--- config.mk ---
export PLATFORM = sky130hd
export DESIGN_NAME = spi_eeprom_command_sequencer
export DESIGN_NICKNAME = d
export VERILOG_FILES = /design/src/hdl/secs_pkg.sv /design/src/hdl/secs_engine.sv /design/src/hdl/spi_eeprom_command_sequencer.sv
export SDC_FILE = /design/constraint.sdc
export NUM_CORES = 1
export LEC_CHECK = 0
export BUFFER_PORTS_ARGS = -buffer_cell sky130_fd_sc_hd__buf_2
export CAP_MARGIN = 20
export CORE_MARGIN = 1
export CORE_UTILIZATION = 58
export DETAILED_ROUTE_END_ITERATION = 8
export PLACE_DENSITY = 0.81
export SLEW_MARGIN = 15
export SYNTH_ARGS = -nofsm -noshare
export SYNTH_HDL_FRONTEND = slang
export SYNTH_HIERARCHICAL = 1
export SYNTH_SLANG_ARGS = --single-unit
--- constraint.sdc ---
create_clock -name clock -period 5.7 [get_ports clock]
set_input_delay 0.57 -clock clock [delete_from_list [all_inputs] [get_ports clock]]
set_output_delay 0.57 -clock clock [all_outputs]
set_load 0.02 [all_outputs]
--- src/hdl/secs_pkg.sv ---
// Shared types, codes and helpers for the SPI EEPROM command sequencer.
`timescale 1ns / 1ps

package secs_pkg;

   // Request codes carried on req_tuser
   localparam logic [3:0] CmdRdByte    = 4'd0;
   localparam logic [3:0] CmdRdWord    = 4'd1;
   localparam logic [3:0] CmdWrByte    = 4'd2;
   localparam logic [3:0] CmdWrWord    = 4'd3;
   localparam logic [3:0] CmdUpdByte   = 4'd4;
   localparam logic [3:0] CmdUpdWord   = 4'd5;
   localparam logic [3:0] CmdIsReady   = 4'd6;
   localparam logic [3:0] CmdWaitReady = 4'd7;
   localparam logic [3:0] CmdSpiRx     = 4'd8;

   // Action codes carried on rsp_tuser
   localparam logic [1:0] ActCsLow  = 2'd0;
   localparam logic [1:0] ActSend   = 2'd1;
   localparam logic [1:0] ActCsHigh = 2'd2;
   localparam logic [1:0] ActDone   = 2'd3;

   // 25xx instruction bytes
   localparam logic [7:0] OpcWrsr  = 8'h01;
   localparam logic [7:0] OpcWrite = 8'h02;
   localparam logic [7:0] OpcRead  = 8'h03;
   localparam logic [7:0] OpcRdsr  = 8'h05;
   localparam logic [7:0] OpcWren  = 8'h06;
   localparam logic [7:0] DummyByte = 8'h00;

   localparam logic [15:0] PollLimitReset = 16'd400;

   // Result list: four beats deep; one request beat yields at most three
   localparam int MaxResults = 4;

   // Register file decode (word index from paddr[2])
   localparam logic RegBusyPollLimit = 1'b0;

   typedef struct packed {
      logic [3:0]  command;
      logic [15:0] address;
      logic [15:0] value;
      logic [7:0]  rx_byte;
   } req_item_type;

   typedef struct packed {
      logic [1:0] action;
      logic [7:0] tx_byte;
   } res_entry_type;

   typedef struct packed {
      logic [2:0]                     count;
      res_entry_type [MaxResults-1:0] entry;
      logic [15:0]                    read_data;
      logic                           ready_res;
      logic                           timeout;
   } res_list_type;

   // Append one action beat to a result list
   function automatic res_list_type push(res_list_type l, logic [1:0] act, logic [7:0] tx);
      res_list_type r;
      r = l;
      r.entry[l.count[1:0]] = '{action: act, tx_byte: tx};
      r.count = l.count + 3'd1;
      return r;
   endfunction

endpackage

--- src/hdl/secs_engine.sv ---
// Sequencer state and next-state logic: one request or rx beat in, a result list out.
`timescale 1ns / 1ps

module secs_engine #(
   parameter int unsigned ADDRESS_BITS = 16
) (
   input  logic                  clock,
   input  logic                  reset,
   input  logic                  item_valid,
   input  secs_pkg::req_item_type item,
   input  logic [15:0]           busy_poll_limit,
   output secs_pkg::res_list_type results
);

   localparam int unsigned AddrBytes = (ADDRESS_BITS + 7) / 8;
   localparam int unsigned AddrWide  = AddrBytes * 8;

   localparam logic [2:0] OpRdWord   = 3'(secs_pkg::CmdRdWord);
   localparam logic [2:0] OpWrByte   = 3'(secs_pkg::CmdWrByte);
   localparam logic [2:0] OpWrWord   = 3'(secs_pkg::CmdWrWord);
   localparam logic [2:0] OpUpdByte  = 3'(secs_pkg::CmdUpdByte);
   localparam logic [2:0] OpUpdWord  = 3'(secs_pkg::CmdUpdWord);
   localparam logic [2:0] OpIsReady  = 3'(secs_pkg::CmdIsReady);

   typedef enum logic [3:0] {
      PhIdle,
      PhWrenCmd,
      PhWrCmd,
      PhWrAddr,
      PhWrData,
      PhRdCmd,
      PhRdAddr,
      PhRdData,
      PhPollCmd,
      PhPollData
   } phase_type;

   phase_type               phase_ff, phase_in;
   logic [2:0]              op_ff, op_in;
   logic [ADDRESS_BITS-1:0] addr_ff, addr_in;
   logic [15:0]             val_ff, val_in;
   logic [15:0]             rw_ff, rw_in;
   logic [15:0]             pc_ff, pc_in;
   logic                    bs_ff, bs_in;
   logic [1:0]              fp_ff, fp_in;
   logic                    to_ff, to_in;
   logic                    rdy_ff, rdy_in;

   // Address byte selection, MSB first
   logic [ADDRESS_BITS-1:0] cur_addr;
   logic [AddrWide-1:0]     cur_wide;
   logic [1:0]              fp_inc;
   logic [1:0]              addr_k;
   logic [1:0]              sh_idx;
   logic [7:0]              addr_byte;
   logic [7:0]              data_byte;

   always_comb begin
      cur_addr  = addr_ff + ADDRESS_BITS'(bs_ff);
      cur_wide  = AddrWide'(cur_addr);
      fp_inc    = fp_ff + 2'd1;
      addr_k    = (phase_ff == PhWrAddr || phase_ff == PhRdAddr) ? fp_inc : 2'd0;
      sh_idx    = 2'(AddrBytes - 1) - addr_k;
      addr_byte = 8'(cur_wide >> {sh_idx, 3'b000});
      data_byte = bs_ff ? val_ff[15:8] : val_ff[7:0];
   end

   // Next-state and result list
   logic       go_start_poll, go_after_read, go_after_poll, go_update;
   logic       go_start_read, go_start_write, go_poll_frame, go_finish;
   logic [1:0] upd_from;
   logic       is_word, is_upd, is_wr, last_sel;
   secs_pkg::res_list_type lst;

   always_comb begin
      phase_in = phase_ff;
      op_in    = op_ff;
      addr_in  = addr_ff;
      val_in   = val_ff;
      rw_in    = rw_ff;
      pc_in    = pc_ff;
      bs_in    = bs_ff;
      fp_in    = fp_ff;
      to_in    = to_ff;
      rdy_in   = rdy_ff;
      lst      = '0;
      go_start_poll  = 1'b0;
      go_after_read  = 1'b0;
      go_after_poll  = 1'b0;
      go_update      = 1'b0;
      go_start_read  = 1'b0;
      go_start_write = 1'b0;
      go_poll_frame  = 1'b0;
      go_finish      = 1'b0;
      upd_from       = 2'd0;

      if (item_valid) begin
         if (item.command == secs_pkg::CmdSpiRx) begin
            // Returned SPI byte advances the frame
            unique case (phase_ff)
               PhIdle: begin
               end
               PhWrenCmd: begin
                  lst = secs_pkg::push(lst, secs_pkg::ActCsHigh, 8'h00);
                  lst = secs_pkg::push(lst, secs_pkg::ActCsLow, 8'h00);
                  lst = secs_pkg::push(lst, secs_pkg::ActSend, secs_pkg::OpcWrite);
                  phase_in = PhWrCmd;
               end
               PhWrCmd, PhRdCmd: begin
                  fp_in = 2'd0;
                  lst = secs_pkg::push(lst, secs_pkg::ActSend, addr_byte);
                  phase_in = (phase_ff == PhWrCmd) ? PhWrAddr : PhRdAddr;
               end
               PhWrAddr, PhRdAddr: begin
                  fp_in = fp_inc;
                  if (32'(fp_inc) < AddrBytes) begin
                     lst = secs_pkg::push(lst, secs_pkg::ActSend, addr_byte);
                  end else if (phase_ff == PhWrAddr) begin
                     lst = secs_pkg::push(lst, secs_pkg::ActSend, data_byte);
                     phase_in = PhWrData;
                  end else begin
                     lst = secs_pkg::push(lst, secs_pkg::ActSend, secs_pkg::DummyByte);
                     phase_in = PhRdData;
                  end
               end
               PhWrData: begin
                  lst = secs_pkg::push(lst, secs_pkg::ActCsHigh, 8'h00);
                  go_start_poll = 1'b1;
               end
               PhRdData: begin
                  if (bs_ff) begin
                     rw_in[15:8] = item.rx_byte;
                  end else begin
                     rw_in[7:0] = item.rx_byte;
                  end
                  lst = secs_pkg::push(lst, secs_pkg::ActCsHigh, 8'h00);
                  go_after_read = 1'b1;
               end
               PhPollCmd: begin
                  lst = secs_pkg::push(lst, secs_pkg::ActSend, secs_pkg::DummyByte);
                  phase_in = PhPollData;
               end
               PhPollData: begin
                  lst = secs_pkg::push(lst, secs_pkg::ActCsHigh, 8'h00);
                  rdy_in = ~item.rx_byte[0];
                  if (op_ff == OpIsReady) begin
                     go_finish = 1'b1;
                  end else begin
                     pc_in = pc_ff + 16'd1;
                     if (rdy_in) begin
                        go_after_poll = 1'b1;
                     end else if (pc_in >= busy_poll_limit) begin
                        to_in = 1'b1;
                        go_after_poll = 1'b1;
                     end else begin
                        go_poll_frame = 1'b1;
                     end
                  end
               end
               default: begin
               end
            endcase
         end else if (item.command <= secs_pkg::CmdWaitReady && phase_ff == PhIdle) begin
            // New host request
            op_in   = item.command[2:0];
            addr_in = ADDRESS_BITS'(item.address);
            val_in  = item.value;
            rw_in   = 16'd0;
            pc_in   = 16'd0;
            bs_in   = 1'b0;
            fp_in   = 2'd0;
            to_in   = 1'b0;
            rdy_in  = 1'b0;
            unique case (item.command)
               secs_pkg::CmdWrByte, secs_pkg::CmdWrWord: go_start_write = 1'b1;
               secs_pkg::CmdIsReady:                     go_poll_frame  = 1'b1;
               secs_pkg::CmdWaitReady:                   go_start_poll  = 1'b1;
               default:                                  go_start_read  = 1'b1;
            endcase
         end
      end

      is_word  = (op_in == OpRdWord) || (op_in == OpUpdWord);
      is_upd   = (op_in == OpUpdByte) || (op_in == OpUpdWord);
      is_wr    = (op_in == OpWrByte) || (op_in == OpWrWord);
      last_sel = (op_in == OpUpdWord);

      // Start of status polling; a zero limit times out at once
      if (go_start_poll) begin
         pc_in = 16'd0;
         if (busy_poll_limit == 16'd0) begin
            to_in = 1'b1;
            rdy_in = 1'b0;
            go_after_poll = 1'b1;
         end else begin
            go_poll_frame = 1'b1;
         end
      end

      // End of a read frame
      if (go_after_read) begin
         if (is_word && !bs_in) begin
            bs_in = 1'b1;
            go_start_read = 1'b1;
         end else if (is_upd) begin
            go_update = 1'b1;
            upd_from = 2'd0;
         end else begin
            go_finish = 1'b1;
         end
      end

      // End of status polling after a write, an update write or a wait request
      if (go_after_poll) begin
         if (is_wr) begin
            if (op_in == OpWrWord && !bs_in) begin
               bs_in = 1'b1;
               go_start_write = 1'b1;
            end else begin
               go_finish = 1'b1;
            end
         end else if (is_upd) begin
            go_update = 1'b1;
            upd_from = {1'b0, bs_in} + 2'd1;
         end else begin
            go_finish = 1'b1;
         end
      end

      // Update: write the next byte that differs
      if (go_update) begin
         if (upd_from == 2'd0 && rw_in[7:0] != val_in[7:0]) begin
            bs_in = 1'b0;
            go_start_write = 1'b1;
         end else if (upd_from <= 2'd1 && last_sel && rw_in[15:8] != val_in[15:8]) begin
            bs_in = 1'b1;
            go_start_write = 1'b1;
         end else begin
            go_finish = 1'b1;
         end
      end

      // Frame starts and completion
      if (go_start_read) begin
         lst = secs_pkg::push(lst, secs_pkg::ActCsLow, 8'h00);
         lst = secs_pkg::push(lst, secs_pkg::ActSend, secs_pkg::OpcRead);
         phase_in = PhRdCmd;
      end
      if (go_start_write) begin
         lst = secs_pkg::push(lst, secs_pkg::ActCsLow, 8'h00);
         lst = secs_pkg::push(lst, secs_pkg::ActSend, secs_pkg::OpcWren);
         phase_in = PhWrenCmd;
      end
      if (go_poll_frame) begin
         lst = secs_pkg::push(lst, secs_pkg::ActCsLow, 8'h00);
         lst = secs_pkg::push(lst, secs_pkg::ActSend, secs_pkg::OpcRdsr);
         phase_in = PhPollCmd;
      end
      if (go_finish) begin
         lst = secs_pkg::push(lst, secs_pkg::ActDone, 8'h00);
         phase_in = PhIdle;
      end

      lst.read_data = rw_in;
      lst.ready_res = rdy_in;
      lst.timeout   = to_in;
      results       = lst;
   end

   // State registers
   always_ff @(posedge clock) begin
      if (reset) begin
         phase_ff <= PhIdle;
         op_ff    <= 3'd0;
         addr_ff  <= '0;
         val_ff   <= 16'd0;
         rw_ff    <= 16'd0;
         pc_ff    <= 16'd0;
         bs_ff    <= 1'b0;
         fp_ff    <= 2'd0;
         to_ff    <= 1'b0;
         rdy_ff   <= 1'b0;
      end else begin
         phase_ff <= phase_in;
         op_ff    <= op_in;
         addr_ff  <= addr_in;
         val_ff   <= val_in;
         rw_ff    <= rw_in;
         pc_ff    <= pc_in;
         bs_ff    <= bs_in;
         fp_ff    <= fp_in;
         to_ff    <= to_in;
         rdy_ff   <= rdy_in;
      end
   end

endmodule

--- src/hdl/spi_eeprom_command_sequencer.sv ---
// Top level of the SPI EEPROM command sequencer: ports, input stage, result list, CSR.
//
//  channel | dir | handshake             | payload
//  req     | in  | req_tvalid/req_tready | tuser: command; tdata: address, value, rx_byte
//  rsp     | out | rsp_tvalid/rsp_tready | tuser: action; tdata: tx_byte, read_data,
//          |     |                       |   ready_res, timeout; tlast: last of a beat's run
//  csr     | in  | APB psel/penable      | busy_poll_limit at byte address 0
//
// A request beat reaches its first result beat through the input register, then the
// result list. Each request beat yields zero to three result beats, drained one per
// cycle from that list with rsp_tready high; a beat with at most one result sustains
// one beat per cycle likewise. Reset is synchronous and sets busy_poll_limit to 400.
// A stalled rsp side holds the list and, once the input register is full, req_tready.
`timescale 1ns / 1ps

module spi_eeprom_command_sequencer #(
   parameter int unsigned ADDRESS_BITS = 16
) (
   input  logic        clock,
   input  logic        reset,
   // Request stream
   input  logic        req_tvalid,
   output logic        req_tready,
   input  logic [39:0] req_tdata,   // [15:0] address, [31:16] value, [39:32] rx_byte
   input  logic [3:0]  req_tuser,   // [3:0] command
   // Result stream
   output logic        rsp_tvalid,
   input  logic        rsp_tready,
   output logic [31:0] rsp_tdata,   // [7:0] tx_byte, [23:8] read_data, [24] ready_res,
                                    // [25] timeout, [31:26] zero
   output logic [1:0]  rsp_tuser,   // [1:0] action
   output logic        rsp_tlast,
   // Register port
   input  logic        csr_psel,
   input  logic        csr_penable,
   input  logic        csr_pwrite,
   input  logic [2:0]  csr_paddr,
   input  logic [31:0] csr_pwdata,
   output logic [31:0] csr_prdata,
   output logic        csr_pready
);

   // Configuration register
   logic [15:0] poll_limit_ff;
   logic        csr_wr;

   assign csr_pready = 1'b1;
   assign csr_wr     = csr_psel & csr_penable & csr_pwrite & csr_pready;
   assign csr_prdata = (csr_paddr[2] == secs_pkg::RegBusyPollLimit) ?
                       {16'd0, poll_limit_ff} : 32'd0;

   always_ff @(posedge clock) begin
      if (reset) begin
         poll_limit_ff <= secs_pkg::PollLimitReset;
      end else if (csr_wr && csr_paddr[2] == secs_pkg::RegBusyPollLimit) begin
         poll_limit_ff <= csr_pwdata[15:0];
      end
   end

   // Input register
   logic                   in_valid_ff, in_valid_in;
   secs_pkg::req_item_type in_item_ff, in_item_in;
   secs_pkg::res_list_type list_ff, list_in;
   secs_pkg::res_list_type eng_results;
   logic                   load_ok, fire, pop;

   assign pop     = rsp_tvalid & rsp_tready;
   assign load_ok = (list_ff.count == 3'd0) || (list_ff.count == 3'd1 && rsp_tready);
   assign fire    = in_valid_ff & load_ok;
   assign req_tready = ~in_valid_ff | load_ok;

   always_comb begin
      in_valid_in = in_valid_ff;
      in_item_in  = in_item_ff;
      if (req_tready) begin
         in_valid_in = req_tvalid;
         in_item_in  = '{command: req_tuser,
                         address: req_tdata[15:0],
                         value:   req_tdata[31:16],
                         rx_byte: req_tdata[39:32]};
      end
   end

   always_ff @(posedge clock) begin
      if (reset) begin
         in_valid_ff <= 1'b0;
      end else begin
         in_valid_ff <= in_valid_in;
      end
      in_item_ff <= in_item_in;
   end

   secs_engine #(
      .ADDRESS_BITS (ADDRESS_BITS)
   ) u_engine (
      .clock           (clock),
      .reset           (reset),
      .item_valid      (fire),
      .item            (in_item_ff),
      .busy_poll_limit (poll_limit_ff),
      .results         (eng_results)
   );

   // Result list: load a new list or shift out the head beat
   always_comb begin
      list_in = list_ff;
      if (fire) begin
         list_in = eng_results;
      end else if (pop) begin
         list_in.count = list_ff.count - 3'd1;
         for (int i = 0; i < secs_pkg::MaxResults - 1; i++) begin
            list_in.entry[i] = list_ff.entry[i+1];
         end
      end
   end

   always_ff @(posedge clock) begin
      if (reset) begin
         list_ff <= '0;
      end else begin
         list_ff <= list_in;
      end
   end

   // Output beat from the list head; done fields only on the done beat
   logic is_done;

   assign is_done    = (list_ff.entry[0].action == secs_pkg::ActDone);
   assign rsp_tvalid = (list_ff.count != 3'd0);
   assign rsp_tuser  = list_ff.entry[0].action;
   assign rsp_tlast  = (list_ff.count == 3'd1);
   assign rsp_tdata  = {6'd0,
                        is_done & list_ff.timeout,
                        is_done & list_ff.ready_res,
                        is_done ? list_ff.read_data : 16'd0,
                        list_ff.entry[0].tx_byte};

`ifndef SYNTHESIS
   // List never holds more beats than one request can cause
   a_list_bound: assert property (@(posedge clock) disable iff (reset)
      list_ff.count <= 3'(secs_pkg::MaxResults))
      else $error("result list overflow");

   // Done closes the run of beats
   a_done_last: assert property (@(posedge clock) disable iff (reset)
      rsp_tvalid && is_done |-> rsp_tlast)
      else $error("done beat not last");

   // Held item blocks intake while the list cannot take a new run
   a_backpressure: assert property (@(posedge clock) disable iff (reset)
      in_valid_ff && !load_ok |-> !req_tready)
      else $error("intake while list busy");

   // Only send beats carry a byte
   a_tx_zero: assert property (@(posedge clock) disable iff (reset)
      rsp_tvalid && rsp_tuser != secs_pkg::ActSend |-> rsp_tdata[7:0] == 8'h00)
      else $error("tx byte on non-send beat");
`endif

endmodule
==> results of run 1 <==
worst paths after layout:
| kind | to | slack (ns) | cells after the start |
|---|---|---|---|
| min reg2reg | list_ff[10] | 0.46 | 2 |
| max reg2reg | list_ff[59] | 0.50 | 23 |
| max | list_ff[59] | 0.50 | 23 |
| min | in_item_ff[30] | 0.29 | 1 |
state kept, by name, summed over array words and instances, names as in the netlist, 2 cells and up:
register,count
in_item_ff,44
u_engine/val_ff,16
list_ff,51
u_engine/fp_ff,2
rsp_tdata,8
rsp_tuser,2
u_engine/addr_ff,16
u_engine/rw_ff,16
u_engine/op_ff,3
u_engine/pc_ff,16
u_engine/phase_ff,4
poll_limit_ff,16
worst max-delay path, stage by stage (launching register included):
cell and delay, ns:
dfxtp_1 0.40, and3_1 0.25, and3_1 0.25, and3_1 0.26, and3_1 0.26, and2_1 0.22
nand3_1 0.11, xnor2_1 0.23, ha_1 0.31, nand4_1 0.15, nor4_1 0.08, a32o_1 0.31
nor4b_4 0.26, o21bai_2 0.17, a21oi_1 0.28, nand2b_1 0.24, nand3_4 0.16, xnor2_2 0.18
ha_1 0.28, mux2i_1 0.21, nor2b_1 0.07, nor3_1 0.17, a21oi_1 0.06, nor3_1 0.21
kinds of logic (layout without fill, tap and decap cells):
logic type / count (synthesis) / count (layout) / synth area share [%]
AOI/OAI and AO/OA: 240 / 240 / 15.35
xor gates and xnor gates: 50 / 50 / 4.119
adders and majority gates: 27 / 27 / 3.101
buffers and inverters: 178 / 206 / 8.735
DFF: 198 / 198 / 40.73
muxes: 29 / 29 / 2.684
other: 3 / 38 / 0.1041
and+or+nand+nor: 538 / 538 / 25.18
placed cells by master, fill, tap and decap left out, types with 7 or more instances in the layout:
cell type / instances
xor2_1: 19
clkbuf_16: 17
buf_2: 113
buf_4: 13
nand2b_1: 11
mux2i_1: 29
a221o_1: 7
o21ai_0: 26
ha_1: 26
edfxtp_1: 44
a21oi_1: 108
nor3_1: 37
nor2b_1: 29
nand2_1: 175
a211oi_1: 11
inv_1: 44
nor2_1: 129
a311oi_2: 11
and3_1: 35
conb_1: 38
or3_1: 10
nand4_1: 7
o22ai_1: 8
nand3b_1: 15
xnor2_1: 29
and2_1: 12
dfxtp_1: 154
nand3_1: 15
nor4_1: 27
routing by layer:
layer	vias to the layer above	track usage, %	wire (um)
li1	4423	-	-
met1	4255	33.27	10620
met2	339	44.35	12070
met3	68	4.731	1601
met4	0	13.78	963
met5	-	0	0
stage by stage:
stage	util (%)	cells	hold slack (ns)	total power, uW
after floorplan	-	1298	0.4319	2790
after global placement	61.40	1523	0.4405	2948
after detailed placement	61.40	1523	0.4475	2978
after CTS	64.86	1555	0.2760	4245
after global routing	65.04	1555	0.2752	4451
final	65.04	1555	0.2911	4243
power by group:
| part | internal [uW] | switching (uW) |
|---|---|---|
| Clock | 674 | 594 |
| Sequential | 1670 | 184 |
| Combinational | 380 | 738 |
| Total | 2730 | 1520 |
cell type report:
type | instances | area [um2] | share of cell area [%]
Clock buffer | 17 | 425.4 | 3.604
Timing Repair Buffer | 126 | 663.1 | 5.619
Sequential cell | 198 | 4404 | 37.32
Tap cell | 229 | 286.5 | 2.428
Multi-Input combinational cell | 922 | 5639 | 47.78
Inverter | 48 | 180.2 | 1.527
Clock inverter | 15 | 203.9 | 1.728
==> summary.txt, run 1 <==
Drt
  • DR pass1 iterations: 7
  • Via count: 9085
  • 1st-iter DRT viols: 709
  • DRC violations left: 25
  • Antenna viol nets, final: 0
  • Total routed wirelength: 25250 um
  • DR vias/cell: 5.842
  • Drt wl/cell: 16.24 um

GRT
  • Largest net degree at the start of global routing: 87
  • GRT overflow: 0
  • Gr usage total: 26.67%
  • Initial antenna violation count: 0
  • Vias in the first global route: 8552
  • First-pass GRT wire length: 41370 um

Timing
  • Final Setup Violations: 0
  • Slew Limit Fails: 0
  • Worst slew pin tran: 0.9578 ns
  • Final worst slack: 0.5042 ns
  • Final min period: 5.196 ns
  • Post-route setup TNS: 0 ns
  • Peak Freq: 192.5 MHz
  • Final worst-path cycle share: 91.15%
  • Worst slew margin: 36.15%
  • Hold Vio Cnt, Final: 0
  • RSZ-0062 raised after global routing: false
  • Clk_skew: 0.01430 ns

Placed design
  • PortBufs: 114
  • Post-place instance area: 11140 um2
  • Hpwl dp: 17400 um
  • GP Congestion: 0.9420
  • DP Worst Slack: 0.3416 ns

Synthesis
  • Avg Synthesized Cell Area: 8.562 um2
  • Sequential fraction of the synthesis area: 40.73%
  • Syn Inst Count: 1263
  • Synth area leaders: dfxtp_1 (29%), edfxtp_1 (12%), nand2_1 (6.1%), a21oi_1 (5.0%), nor2_1 (4.5%)
  • Top post-synthesis cells by count: nand2_1 (175), dfxtp_1 (154), nor2_1 (129)
  • Synth warn: 6
  • Cell taking the most area after synthesis: dfxtp_1
  • Count leader, synth: nand2_1
  • Cell Area, Synth: 10810 um2
  • Top_reg_cell synth: dfxtp_1
  • Number of synthesized register bits: 198
  • Top cell type's share of synthesized area: 28.51%
  • Distinct cells, synth: 99
  • EDFF count, synth: 44
  • Post-synth ARST share: 0%

Power and ir drop
  • P_leak: 0.004823 uW
  • PD cells: 359.5 nW/um2
  • Maximum VDD drop: 231.4 uV

Worst setup path
  • Crit end category: register
  • WS Path Type: register to register
  • Crit path launch: u_engine/pc_ff[0]
  • CP Launch Type: register
  • Data required, critical path: 6.06 ns
  • Worst reg2reg startpoint: u_engine/pc_ff[0]
  • CP arrival: 5.56 ns
  • CP Max Fanout: 8

Clock network
  • Clk root buf: clkbuf_16
  • Worst-case clock buffer depth: 2
  • Clock Latency Late Sink: 0.45 ns
  • CTS resizes: 0
  • Setup repair bufs after CTS: 0
  • Clock transition at path regs: 0.08 ns
  • # hold bufs at CTS: 0
  • CTS tree: built
  • Sink Count: 198
  • H-tree depth: 4
  • Cts bufs inserted: 17

Hold path
  • Type of the tightest min-delay check: input port to register
  • Hold_sp: req_tdata[6]

Final layout
  • Share of cells above drive strength 1: 15.69%
  • Layout area overhead: 9.141%
  • Filler cells: 1486
  • ANT cells: 0
  • Layout net count: 1425
  • Fin area: 11800 um2

Floorplanning
  • Core ar.: 18150 um2
  • Die area: 19190 um2
  • # rows: 49
  • Die height: 138.5 um
  • Initial Utilization: 59.59%
  • Num ports: 156
  • Chip width: 138.5 um

Flow run
  • # Max-Cap Violations: 0

Outcome
  • Status: finished with violations
  • Violated checks: design-rule violations
(Power assumes the default switching activity.)
==> run 2: changes to the inputs <==
Settings changed: CORE_UTILIZATION 58 to 60, CTS_BUF_LIST set to sky130_fd_sc_hd__clkbuf_2 sky130_fd_sc_hd__clkbuf_4 sky130_fd_sc_hd__clkbuf_8, PLACE_DENSITY 0.81 to 0.83.
==> run 2 against run 1 <==
Effect of this change:
- the run now ends clean
- clock power is 29% lower
- first-iteration DRC count grew 6.3%
- design area fell by 2.2%
- largest power group unchanged
==> summary.txt, run 2 (same netlist as run 1, synthesis figures left out) <==
Timing
  • Final worst slack: 0.4110 ns
  • Worst slew margin: 41.68%
  • Post-route setup TNS: 0 ns
  • Final min period: 5.289 ns
  • Final Setup Violations: 0
  • Worst slew pin tran: 0.8748 ns
  • Clk_skew: 0.01955 ns
  • Final worst-path cycle share: 92.79%
  • Hold Vio Cnt, Final: 0
  • Peak Freq: 189.1 MHz
  • Slew Limit Fails: 0

Worst setup path
  • WS Path Type: register to register
  • CP arrival: 5.63 ns
  • CP Max Fanout: 8
  • Data required, critical path: 6.04 ns
  • Crit end category: register
  • CP Launch Type: register

Final layout
  • Largest register FFs: 51
  • Layout net count: 1423
  • Layout area overhead: 6.757%
  • Largest regs: list_ff: 51 flops, in_item_ff: 44 flops
  • Post-Layout Cell Count: 1550
  • Commonest non-fill, non-tap cell in the layout: nand2_1
  • Most frequent cells in the layout: nand2_1 (175), dfxtp_1 (154), nor2_1 (129)
  • Largest reg by FF count: list_ff
  • Share of cells above drive strength 1: 15.48%
  • Final core utilization: 66.06%
  • Filler cells: 1415

Power and ir drop
  • Sw Share: 37.39%
  • PD cells: 334.3 nW/um2
  • Flop pwr share: 48.0%
  • Power share of the clock group: 23.3%
  • Maximum VDD drop: 223.8 uV
  • P_leak: 0.004703 uW
  • Net Switching: 1443 uW
  • Combinational Power Share: 28.6%
  • Cell-internal power: 2416 uW

Drt
  • 1st-iter DRT viols: 754
  • Antenna viol nets, final: 0
  • Total routed wirelength: 25310 um
  • Drt wl/cell: 16.33 um
  • DR vias/cell: 5.883
  • DRC violations left: 0
  • DR pass1 iterations: 6
  • Via count: 9118

Floorplanning
  • Core ar.: 17480 um2
  • Chip width: 136.3 um
  • Num ports: 156
  • Die height: 136.3 um
  • Die area: 18560 um2
  • # rows: 48
  • Initial Utilization: 61.88%

Clock network
  • Cts bufs inserted: 17
  • CTS tree: built
  • Worst-case clock buffer depth: 2
  • Sink Count: 198
  • H-tree depth: 4
  • Clock transition at path regs: 0.11 ns
  • # hold bufs at CTS: 0
  • Clock Latency Late Sink: 0.49 ns
  • Clk root buf: clkbuf_8

Flow run
  • # Max-Cap Violations: 0

Outcome
  • Status: completed

GRT
  • Gr usage total: 28.06%
  • Initial antenna violation count: 2
  • First-pass GRT wire length: 40880 um
  • Largest net degree at the start of global routing: 75
  • Vias in the first global route: 8315
  • GRT overflow: 0

Placed design
  • Placed insts: 1517
  • DP Worst Slack: 0.3017 ns
  • GP Congestion: 1.026
  • PortBufs: 114
  • Hpwl dp: 17700 um

Hold path
  • Type of the tightest min-delay check: input port to register
[run 2: changes by cell type in the layout (fill, tap and decap cells not counted), moves of 2 or more]
| cell | previous run | this run |
|---|---|---|
| clkbuf_16 | 17 | 0 |
| buf_4 | 13 | 11 |
| clkbuf_8 | 0 | 17 |
| inv_6 | 2 | 4 |
[run 2: cell type report]
type	count	area [um2]	share of cell area [%]
multi-input combinational	922	5625	48.73
sequential	198	4404	38.15
timing repair buffer	124	648.1	5.614
tap	225	281.5	2.439
clock buffer	18	241.5	2.092
inverter	48	180.2	1.561
clock inverter	14	161.4	1.398
antenna	1	2.502	0.02168
[run 2: worst max-delay path, stage by stage (launching register included)]
cell      delay (ns)
dfxtp_1         0.41
ha_1            0.24
and3_1          0.25
and3_1          0.25
and3_1          0.26
and3_1          0.30
nand3_1         0.13
xnor2_1         0.18
ha_1            0.28
nand4_1         0.16
nor4_1          0.36
a32o_1          0.29
nor4b_2         0.08
o21bai_2        0.31
nand2_1         0.13
o221a_2         0.32
nand3_4         0.15
xnor2_2         0.14
inv_2           0.06
ha_1            0.17
and2_1          0.15
or3_1           0.34
nor2_1          0.11
nor4_1          0.06
[run 2: routing by layer]
metal,vias to the layer above,global-route usage (%),part of all wire (%)
li1,4425,-,-
met1,4291,35.43,43
met2,341,46.53,47
met3,61,5.369,6.3
met4,0,12.28,3.7
met5,-,0,0
[run 2: final timing paths]
kind                                   startpoint  slack, ns             to  cells after the start
worst min-delay path                req_tdata[35]       0.25  in_item_ff[3]                      1
worst max register to register  u_engine/pc_ff[0]       0.41    list_ff[36]                     23
worst max-delay path            u_engine/pc_ff[0]       0.41    list_ff[36]                     23
worst min register to register         list_ff[2]       0.46     list_ff[2]                      2
[run 2: metrics by stage]
step	total power, uW	hold WS (ns)	cell area, um2
5_1_grt	4080	0.2177	11540
3_5_place_dp	2975	0.4455	11120
3_3_place_gp	2936	0.4398	11120
2_1_floorplan	2790	0.4319	10950
6_report	3859	0.2516	11540
4_1_cts	3870	0.2226	11520
[run 2: power groups by stage]
stage / combinational (uW) / sequential, uW / clock, uW
after floorplan: 982 / 1810 / 0
after global placement: 1060 / 1870 / 0
after detailed placement: 1100 / 1880 / 0
after CTS: 1100 / 1850 / 920
after global routing: 1220 / 1880 / 975
final: 1100 / 1850 / 901
[run 2: timing repair]
| item | CTS | global route |
|---|---|---|
| resized for setup | 0 | 4 |
| buffers inserted | 0 | 0 |
| setup endpoints to repair | 0 | 3 |
==> run 3: changes to the inputs <==
Settings changed: CORE_UTILIZATION 60 to 45, PLACE_DENSITY 0.83 to 0.73.
==> run 3 against run 2 <==
Effect of this change:
- non-clock buffer count rose by 3
- core utilization is 16 points lower
- count of clock-buffer cells in the layout shrank 1
- worst hold slack got worse by 0.0047 ns
- critical path depth is the same
- register-to-register slack is essentially flat
- critical path type unchanged
- largest power group unchanged
==> summary.txt, run 3 (same netlist as run 1, synthesis figures left out) <==
Final layout
  • Layout area overhead: 8.146%
  • Commonest non-fill, non-tap cell in the layout: nand2_1
  • Final core utilization: 49.68%
  • Largest regs: list_ff: 51 flops, in_item_ff: 44 flops
  • Most frequent cells in the layout: nand2_1 (175), dfxtp_1 (154), nor2_1 (129)
  • Largest register FFs: 51
  • ANT cells: 0
  • Layout net count: 1426
  • Share of cells above drive strength 1: 15.67%
  • Largest reg by FF count: list_ff

Timing
  • Final worst slack: 0.4068 ns
  • Final worst-path cycle share: 92.86%
  • Post-route setup TNS: 0 ns
  • Final Setup Violations: 0
  • Final min period: 5.293 ns
  • Slew Limit Fails: 0
  • Worst slew margin: 37.01%
  • Hold Vio Cnt, Final: 0
  • Worst slew pin tran: 0.9448 ns
  • Peak Freq: 188.9 MHz
  • Clk_skew: 0.02206 ns

Clock network
  • Setup repair bufs after CTS: 0
  • Clock Latency Late Sink: 0.49 ns
  • CTS tree: built
  • Sink Count: 198
  • H-tree depth: 4
  • Clock transition at path regs: 0.12 ns
  • Worst-case clock buffer depth: 2
  • Clk root buf: clkbuf_8
  • Cts bufs inserted: 17

Floorplanning
  • Num ports: 156
  • Die height: 157.0 um
  • Core ar.: 23540 um2
  • # rows: 56
  • Die area: 24660 um2
  • Chip width: 157.0 um
  • Initial Utilization: 45.93%

Drt
  • Antenna viol nets, final: 0
  • Drt wl/cell: 15.82 um
  • DRC violations left: 0
  • DR vias/cell: 5.473
  • Via count: 9008
  • DR pass1 iterations: 5
  • Total routed wirelength: 26040 um
  • 1st-iter DRT viols: 677

Worst setup path
  • CP arrival: 5.64 ns
  • Crit end category: register
  • Worst reg2reg startpoint: u_engine/pc_ff[0]
  • Critical path's largest stage delay: 0.41 ns
  • CP bufs+invs: 1
  • WS Path Type: register to register
  • Data required, critical path: 6.04 ns
  • Reg2reg path depth: 23
  • CP max stage cell: dfxtp_1
  • Crit path launch: u_engine/pc_ff[0]
  • CP delay by family, top: simple AND/OR/NAND/NOR gates
  • Stages on the worst setup path: 23
  • CP Launch Type: register
  • Worst reg2reg path endpoint: list_ff[36]
  • CP Max Fanout: 8
  • R2r setup slk: 0.41 ns
  • Most common cell on crit path: and3_1
  • Cell Chain, Critical Path: ha_1, and3_1, and3_1, and3_1, and3_1, nand3_1, xnor2_1, ha_1, nand4_1, nor4_1, a32o_1, nor4b_2, o21bai_2, a21oi_2, o221a_2, nand3_4, xnor2_2, inv_2, ha_1, and2_1, or3_1, nor2_1, nor4_1

GRT
  • Vias in the first global route: 8417
  • Gr usage total: 21.52%
  • GRT met2 Usage: 35.53%
  • Largest net degree at the start of global routing: 84
  • First-pass GRT wire length: 41770 um
  • Met3 global-route usage: 4.350%
  • Gr busiest metal: met2
  • Met1 Usage GRT: 27.53%
  • GRT overflow: 0
  • Initial antenna violation count: 1

Placed design
  • Hpwl dp: 18080 um
  • PortBufs: 114
  • GP Congestion: 0.9113
  • DP Worst Slack: 0.2706 ns

Hold path
  • Hold_sp: req_tdata[22]
  • Type of the tightest min-delay check: input port to register
  • Hold endpoint: in_item_ff[14]
  • Hold path depth: 1

Flow run
  • # Max-Cap Violations: 0

Power and ir drop
  • Power, Total: 3901 uW
  • PD cells: 333.5 nW/um2
  • P_leak: 0.004718 uW
  • Combinational Power Share: 28.8%
  • Flop pwr share: 47.4%
  • Net Switching: 1510 uW
  • Maximum VDD drop: 192.9 uV
  • Sw Share: 38.70%
  • Cell-internal power: 2391 uW
  • Power share of the clock group: 23.8%

Outcome
  • Status: completed
[run 3: timing repair]
action / CTS / global route
endpoints found under the setup margin: 0 / 3
hold buffers: 0 / 0
gates resized for setup: 0 / 4
[run 3: stage by stage]
step	hold WS, ns	cell area [um2]	cells
after detailed placement	0.4468	11270	1614
after floorplan	0.4319	10950	1298
after global placement	0.4414	11250	1613
final	0.2469	11700	1646
after global routing	0.2054	11700	1646
after CTS	0.2189	11680	1646
[run 3: worst max path at each step]
stage | slack [ns] | to
floorplan | 0.75 | req_tready
global placement | 0.44 | list_ff[36]
detailed placement | 0.27 | list_ff[36]
CTS | 0.24 | list_ff[36]
global route | -0.007 | list_ff[59]
finish | 0.41 | list_ff[36]
[run 3: worst register-to-register path, delay by kind of cell (launching register included)]
kind / cells / cell delay, ns
AO/OA/AOI/OAI: 4 / 1.00
flip-flops: 1 / 0.41
buffers and inverters: 1 / 0.06
adder cells (fa/ha/maj): 3 / 0.69
XOR/XNOR: 2 / 0.41
AND/OR/NAND/NOR: 13 / 2.57
[run 3: power by group through the flow]
| stage | combinational [uW] | clock, uW | sequential, uW |
|---|---|---|---|
| floorplan | 982 | 0 | 1810 |
| global placement | 1090 | 0 | 1870 |
| detailed placement | 1120 | 0 | 1880 |
| CTS | 1120 | 951 | 1850 |
| global route | 1250 | 1010 | 1880 |
| finish | 1120 | 929 | 1850 |
[run 3: cell type report]
class | count | area, um2
clock buffer | 17 | 234.0
clock inverter | 15 | 177.7
fill | 2233 | 11850
inverter | 48 | 180.2
multi-input combinational | 922 | 5625
sequential | 198 | 4404
tap | 319 | 399.1
timing repair buffer | 127 | 674.4
[run 3: layer usage]
layer  vias up  wire (um)
met5         -          0
met4         0        731
met3        44       1628
met2       330      12070
met1      4201      11600
li1       4433          -
